### config.mk
export PLATFORM = sky130hd
export DESIGN_NAME = spga_front
export DESIGN_NICKNAME = d
export VERILOG_FILES = /design/src/rtl/core/spga_pkg.sv /design/src/rtl/core/spga_front.sv
export SDC_FILE = /design/constraint.sdc
export NUM_CORES = 1
export LEC_CHECK = 0
export BUFFER_PORTS_ARGS = -buffer_cell sky130_fd_sc_hd__clkbuf_2
export CORE_MARGIN = 2
export CORE_UTILIZATION = 45
export CTS_BUF_LIST = sky130_fd_sc_hd__clkbuf_4
export CTS_CLUSTER_SIZE = 20
export DETAILED_ROUTE_END_ITERATION = 10
export GPL_TIMING_DRIVEN = 0
export PLACE_DENSITY = 0.78
export SYNTH_ARGS = -nofsm -noshare
export SYNTH_HDL_FRONTEND = slang
export SYNTH_SLANG_ARGS = --single-unit
export TNS_END_PERCENT = 100
### constraint.sdc
create_clock -name aclk -period 8.4 [get_ports aclk]
set_input_delay 1.68 -clock aclk [delete_from_list [all_inputs] [get_ports aclk]]
set_output_delay 1.68 -clock aclk [all_outputs]
set_load 0.05 [all_outputs]
### src/rtl/core/spga_pkg.sv
// Shared types and constants for the softened pair gravity accumulator.
// No dependencies.
`default_nettype none

package spga_pkg;

    // Register byte addresses on the configuration port (8-byte stride)
    localparam logic [3:0] ADDR_G_MASS  = 4'd0;
    localparam logic [3:0] ADDR_SOFT_SQ = 4'd8;

    localparam logic [47:0] POS_LIMIT = 48'h7FFF_FFFF_FFFF;

    // Position difference of one classified pair, plus run marker
    typedef struct packed {
        logic signed [32:0] rx;
        logic signed [32:0] ry;
        logic signed [32:0] rz;
        logic               last;
    } pair_t;

    // Back end sequencer states
    typedef enum logic [8:0] {
        ST_IDLE = 9'b000000001,
        ST_SQ   = 9'b000000010,
        ST_SQA  = 9'b000000100,
        ST_ROOT = 9'b000001000,
        ST_DIV  = 9'b000010000,
        ST_MUL  = 9'b000100000,
        ST_QUO0 = 9'b001000000,
        ST_QUO  = 9'b010000000,
        ST_ACC  = 9'b100000000
    } state_t;

    // Magnitude of a 33-bit signed difference (always below 2^32)
    function automatic logic [31:0] mag33(input logic signed [32:0] v);
        logic [32:0] a;
        a = v[32] ? 33'(-v) : 33'(v);
        return a[31:0];
    endfunction

endpackage

`default_nettype wire

### src/rtl/core/spga_front.sv
// Front end: accepts pair transfers, forms the position difference and
// queues classified pairs in a two-entry buffer. Depends on spga_pkg.
`default_nettype none

module spga_front
    import spga_pkg::*;
(
    input  wire logic         aclk,
    input  wire logic         aresetn,
    input  wire logic         s_tvalid,
    output logic              s_tready,
    input  wire logic [191:0] s_tdata,
    input  wire logic         s_tlast,
    output logic              q_valid,
    input  wire logic         q_ready,
    output pair_t             q_data
);

    pair_t      buf_reg [2];
    logic       wptr_reg, rptr_reg;
    logic [1:0] cnt_reg;
    pair_t      pair_in;
    logic       push, pop;

    // Difference source - target, 33-bit signed
    always_comb begin
        pair_in.rx   = 33'(signed'(s_tdata[127:96]))  - 33'(signed'(s_tdata[31:0]));
        pair_in.ry   = 33'(signed'(s_tdata[159:128])) - 33'(signed'(s_tdata[63:32]));
        pair_in.rz   = 33'(signed'(s_tdata[191:160])) - 33'(signed'(s_tdata[95:64]));
        pair_in.last = s_tlast;
    end

    assign s_tready = (cnt_reg != 2'd2);
    assign q_valid  = (cnt_reg != 2'd0);
    assign q_data   = buf_reg[rptr_reg];
    assign push     = s_tvalid && s_tready;
    assign pop      = q_valid && q_ready;

    // Queue storage
    always_ff @(posedge aclk) begin
        if (push) begin
            buf_reg[wptr_reg] <= pair_in;
        end
    end

    // Queue pointers
    always_ff @(posedge aclk) begin
        if (!aresetn) begin
            wptr_reg <= 1'b0;
            rptr_reg <= 1'b0;
            cnt_reg  <= 2'd0;
        end else begin
            if (push) wptr_reg <= ~wptr_reg;
            if (pop)  rptr_reg <= ~rptr_reg;
            cnt_reg <= cnt_reg + 2'(push) - 2'(pop);
        end
    end

endmodule

`default_nettype wire

# Yosys cells after proc, flatten, opt, wreduce, memory -nomap -nowiden
# Memory sizes are Yosys's and may differ from the RTL's. A register that Yosys moved wholly into a read port is not among the register bits.
# Index checks and enable logic that the tools add are counted.
dict set report word_totals {
  mem_bits_rw 200
  mem_count 1
  word_cells 19
  regBits 4
  output_inout_bits 102
}
dict set report classes {
  n_eq_ne 1
  bitwise_logic 2
  n_reduce_logical 3
  addsub 5
  muxes 4
}
# memory depth word_bits rd rd_ports_with_merged_regs write_ports line
set memory_table {}
lappend memory_table {buf_reg 2 100 1 1 1 spga_front.sv:19} ;# pair_t buf_reg [2];
# operator count
set op_table {}
lappend op_table {{$sub 32x32->33} 3}
lappend op_table {{$mux 1} 4}
lappend op_table {{$add 2x1->2} 1}
lappend op_table {{$logic_and 1x1->1} 2}
lappend op_table {{$ne 2x2->1 const B} 1}
lappend op_table {{$not 1->1} 2}
lappend op_table {{$reduce_bool 2->1} 1}
lappend op_table {{$sub 2x1->2} 1}

# Logic depth before layout (Yosys ltp)
dict set report logic_depth {
  ltp_word 4
  ltp_mapped 11
}

# Worst setup path before layout
# OpenSTA, ideal clock, no wires.
dict set report synth_timing {
  kind {input-to-reg}
  startpoint {in s_tvalid}
  endpoint {mem buf_reg[0][0] (netlist bit) (enable)}
  stages 2
  setup_time_ps 562
  path_slack_ps 1872
  path_buffers 0
  arrival_ps 5966
  required_ps 7838
  path_cell_list {nand2_1 -> nor2_1}
}
dict set report synth_via {
  elab_chain_cells 3
}
# element line
set synth_rtl {}
lappend synth_rtl {{start, declared} spga_front.sv:10} ;# input wire logic s_tvalid,
lappend synth_rtl {{$logic_and 1x1->1} spga_front.sv:36} ;# assign push = s_tvalid && s_tready;
lappend synth_rtl {{$mux 1} spga_front.sv:41} ;# if (push) begin
lappend synth_rtl {{$mux 1 (implied by the code)} spga_front.sv:42} ;# buf_reg[wptr_reg] <= pair_in;
lappend synth_rtl {{end, declared} spga_front.sv:19}
# No other way between the ends.

==> results.md <==
| Stage | Item | This run |
| --- | --- | --- |
| cts | Root Driver | sky130_fd_sc_hd__clkbuf_4 |
| power and ir drop | Max IR drop VDD | 0.000116 V |
| yosys | Synth top area share | 46.9% |
| cts | Num Clock Sinks | 205 |
| global route | Initial antenna violation count | 3 |
| placement | Input/output buffers | 298 |
| yosys | Number of distinct library cells after synthesis | 79 |
| sta | Final worst clock skew | 24.0 ps |
| yosys | Top cells by area, synth | sky130_fd_sc_hd__edfxtp_1, sky130_fd_sc_hd__ha_1, sky130_fd_sc_hd__mux2_2, sky130_fd_sc_hd__inv_1, sky130_fd_sc_hd__a21oi_1 |
| floorplanning | Core footprint | 27900 sq um |
| global route | Total Routing Usage GR | 20.1% |
| power and ir drop | Cell area power density | 258 nW/um^2 |
| power and ir drop | Final total power | 4.01 mW |
| worst setup path | Worst-path fanout max | 10 |
| yosys | Synthesized net count | 1440 |
| sta | Setup repair after global routing missed its margin | no |
| cts | Hold buffer count at CTS | 0 |
| yosys | Count of mapped cells out of synthesis | 1142 |
| route | Wire per inst | 16.0 microns |
| cts | H-tree level count | 2 |
| yosys | Post-synthesis cell type with the largest combined area | sky130_fd_sc_hd__edfxtp_1 |
| floorplanning | FP Rows | 61 |
| sta | Transition time at the pin with the least slew margin | 869 ps |
| yosys | Share of async-settable or async-resettable flops after synthesis | 0% |
| route | Remaining number of nets flagged by the antenna check after routing | 0 |
| route | Vias/cell | 5.24 |
| sta | Final critical-path setup slack | 3860 ps |
| route | Total wire length | 30600 microns |
| sta | Final worst path period share | 54.1% |
| global route | Maximum number of pins on one net before global-route repair | 60 |
| yosys | Area share of and/or/nand/nor cells after synthesis | 8.62% |
| finish | Net count reported at finish | 1796 |
| placement | Post-detail-place hpwl | 23700 microns |
| sta | Max Transition Viols Final | 0 |
| sta | Upper clock frequency limit | 220 MHz |
| worst setup path | Signal arrival time at the worst endpoint | 2860 ps |
| worst setup path | Setup crit start kind | register |
| yosys | Post-synthesis adder-cell area fraction | 10.1% |
| route | Post-detailed-route DRC marker count | 0 |
| sta | Endpoints failing hold | 0 |
| global route | Via count of the first global-routing pass | 10.3k |
| yosys | Leading cell type by number of instances after synthesis | sky130_fd_sc_hd__edfxtp_1 |
| yosys | Dominant combinational cell family by area after synthesis | compound AO/OA/AOI/OAI gates |
| sta | Min Clock Period, post-route | 4540 ps |
| status | Run status | finished clean |
| route | Count of routing violations after the opening detailed-route iteration | 514 |
| route | Via count | 10.0k |
| floorplanning | IO Pins | 299 |
| min path | Class of the worst hold path | register to register |
| yosys | Number of synthesized flops with an enable pin | 200 |
| job | Max-Cap Viols | 0 |
| finish | Filler-free cell count of the finished design | 1915 |
| cts | Clk pin slew, worst setup/hold paths | 60 ps |
| worst setup path | Required time reported for the critical path endpoint | 6720 ps |
| yosys | Complex-gate fraction of the synthesized area | 14.5% |
| power and ir drop | Leakage | 6.84 nW |
| floorplanning | Die area | 29800 sq um |
| floorplanning | Horizontal die dimension | 173 microns |
| placement | Weighted congestion at the end of routability-driven global placement | 0.916 |
| global route | Total global routing overflow | 0 |
| finish | Number of fill cells | 2443 |
| sta | Minimum hold slack | 541 ps |
| yosys | Mux contribution to synthesized area | 8.88% |
| cts | Total of cells resized after clock tree synthesis | 0 |
| floorplanning | Initial cell density of the core | 45.9% |
| cts | Number of post-CTS setup repair buffers | 0 |
| yosys | Most used flip-flop cell after synthesis | sky130_fd_sc_hd__edfxtp_1 |
| yosys | Number of warning messages in the yosys log | 0 |
| route | Iteration count of the initial detailed-routing pass | 5 |
| yosys | Share of the yosys chip area belonging to registers | 47.7% |
| placement | Number of instances in the placed design | 1822 |
| worst setup path | Critical Setup Path Class | register to output pin |
| floorplanning | Vertical extent of the die | 173 microns |
| cts | Clock buffer count from CTS | 52 |
| yosys | Number of synthesized register bits | 205 |
| cts | Clock tree from TritonCTS | built |
| yosys | Syn_area_per_cell | 11.2 sq um |
| finish | Relative area change from synthesis to final layout | 21.6% |
| sta | Final Setup Violations | 0 |
| yosys | Xor/xnor cell area share of the yosys netlist | 5.89% |
| finish | Largest register FFs | 200 |
| finish | Share of cells above drive strength 1 | 33.5% |
| cts | Clock buffer depth | 3 |
| cts | Worst-skew pair later-pin latency | 650 ps |
| global route | Global-route wire length before repair | 49300 microns |
| sta | Worst relative slew slack | 42.1% |
| worst setup path | CP endpoint kind | output pin |
| yosys | Post-synthesis cell area | 12800 sq um |
| yosys | Top cells by count, synth | sky130_fd_sc_hd__edfxtp_1, sky130_fd_sc_hd__inv_1, sky130_fd_sc_hd__mux2_2, sky130_fd_sc_hd__ha_1, sky130_fd_sc_hd__a21oi_1 |
| placement | Worst-case setup slack after placement | 3980 ps |
## worst paths after layout
kind	slack [ps]	start	endpoint	cells past startpoint
setup / recovery	3860	register	q_data[63]	4
hold / removal	540	rptr_reg$_SDFFE_PN0P_	register	2
setup reg to reg	6090	cnt_reg[0]$_SDFF_PN0_	buf_reg[0][94]$_DFFE_PP_	6
hold reg to reg	540	rptr_reg$_SDFFE_PN0P_	register	2
## per-layer routing
| metal | global-route usage, % | vias to the layer above | part of all wire, % |
|---|---|---|---|
| met4 | 8.62 | 0 | 3.7 |
| met2 | 36.2 | 322 | 50 |
| met3 | 2.81 | 67 | 4.7 |
| li1 | - | 4954 | - |
| met1 | 23.9 | 4697 | 41 |
| met5 | 0 | - | 0 |
## area by class of cell
| class | count | area [sq um] | share of cell area [%] |
|---|---|---|---|
| Antenna cell | 3 | 7.51 | 0.0482 |
| Buffer | 24 | 96.3 | 0.619 |
| Clock buffer | 73 | 548 | 3.52 |
| Clock inverter | 17 | 145 | 0.933 |
| Inverter | 123 | 462 | 2.97 |
| Multi-Input combinational cell | 790 | 6140 | 39.5 |
| Sequential cell | 205 | 6110 | 39.2 |
| Tap cell | 378 | 473 | 3.04 |
| Timing Repair Buffer | 302 | 1580 | 10.1 |
## power by group
| part | internal [mW] | switching (mW) |
|---|---|---|
| Clock | 0.491 | 0.386 |
| Sequential | 1.36 | 0.0351 |
| Combinational | 0.527 | 1.22 |
## critical path, cell delays in order (launching register included)
cell and delay, ps:
sky130_fd_sc_hd__dfxtp_1 300, sky130_fd_sc_hd__clkbuf_1 650, sky130_fd_sc_hd__clkbuf_1 580, sky130_fd_sc_hd__mux2_2 430, sky130_fd_sc_hd__clkbuf_2 240
## cells in the final DEF, fill, tap and decap left out, drive strengths merged, types with 6 or more instances in the layout
| cell | instances |
|---|---|
| o21a | 13 |
| xnor2 | 49 |
| a21o | 32 |
| inv | 123 |
| a31oi | 9 |
| clkbuf | 393 |
| nand4 | 11 |
| a211oi | 8 |
| ha | 98 |
| a21oi | 88 |
| o21bai | 8 |
| a41oi | 7 |
| o211ai | 10 |
| buf | 6 |
| xor2 | 37 |
| nor3 | 14 |
| mux2 | 100 |
| o21ai | 56 |
| edfxtp | 200 |
| nor2 | 44 |
| and2 | 10 |
| and3 | 7 |
| clkinv | 14 |
| nor2b | 16 |
| nand2b | 6 |
| nand3 | 21 |
| nand2 | 75 |
## logic make-up (layout without fill, tap and decap cells)
group,count (synthesis),in the layout
adder cells (fa/ha/maj),101,101
multiplexers,101,101
other,0,3
AND/OR/NAND/NOR,224,224
buffers and inverters,147,539
flip-flops,205,205
XOR/XNOR,86,86
AO/OA/AOI/OAI,278,278
## metrics by stage
stage                     instance area, sq um  TNS, ps  util [%]
after floorplan                          12800        0         -
after global placement                   14800   -71010      53.0
after detailed placement                 14900        0      53.3
after CTS                                15600        0      55.8
after global routing                     15600        0      55.9
final                                    15600        0      55.9
Note: power is estimated with default switching activity, not from simulation.
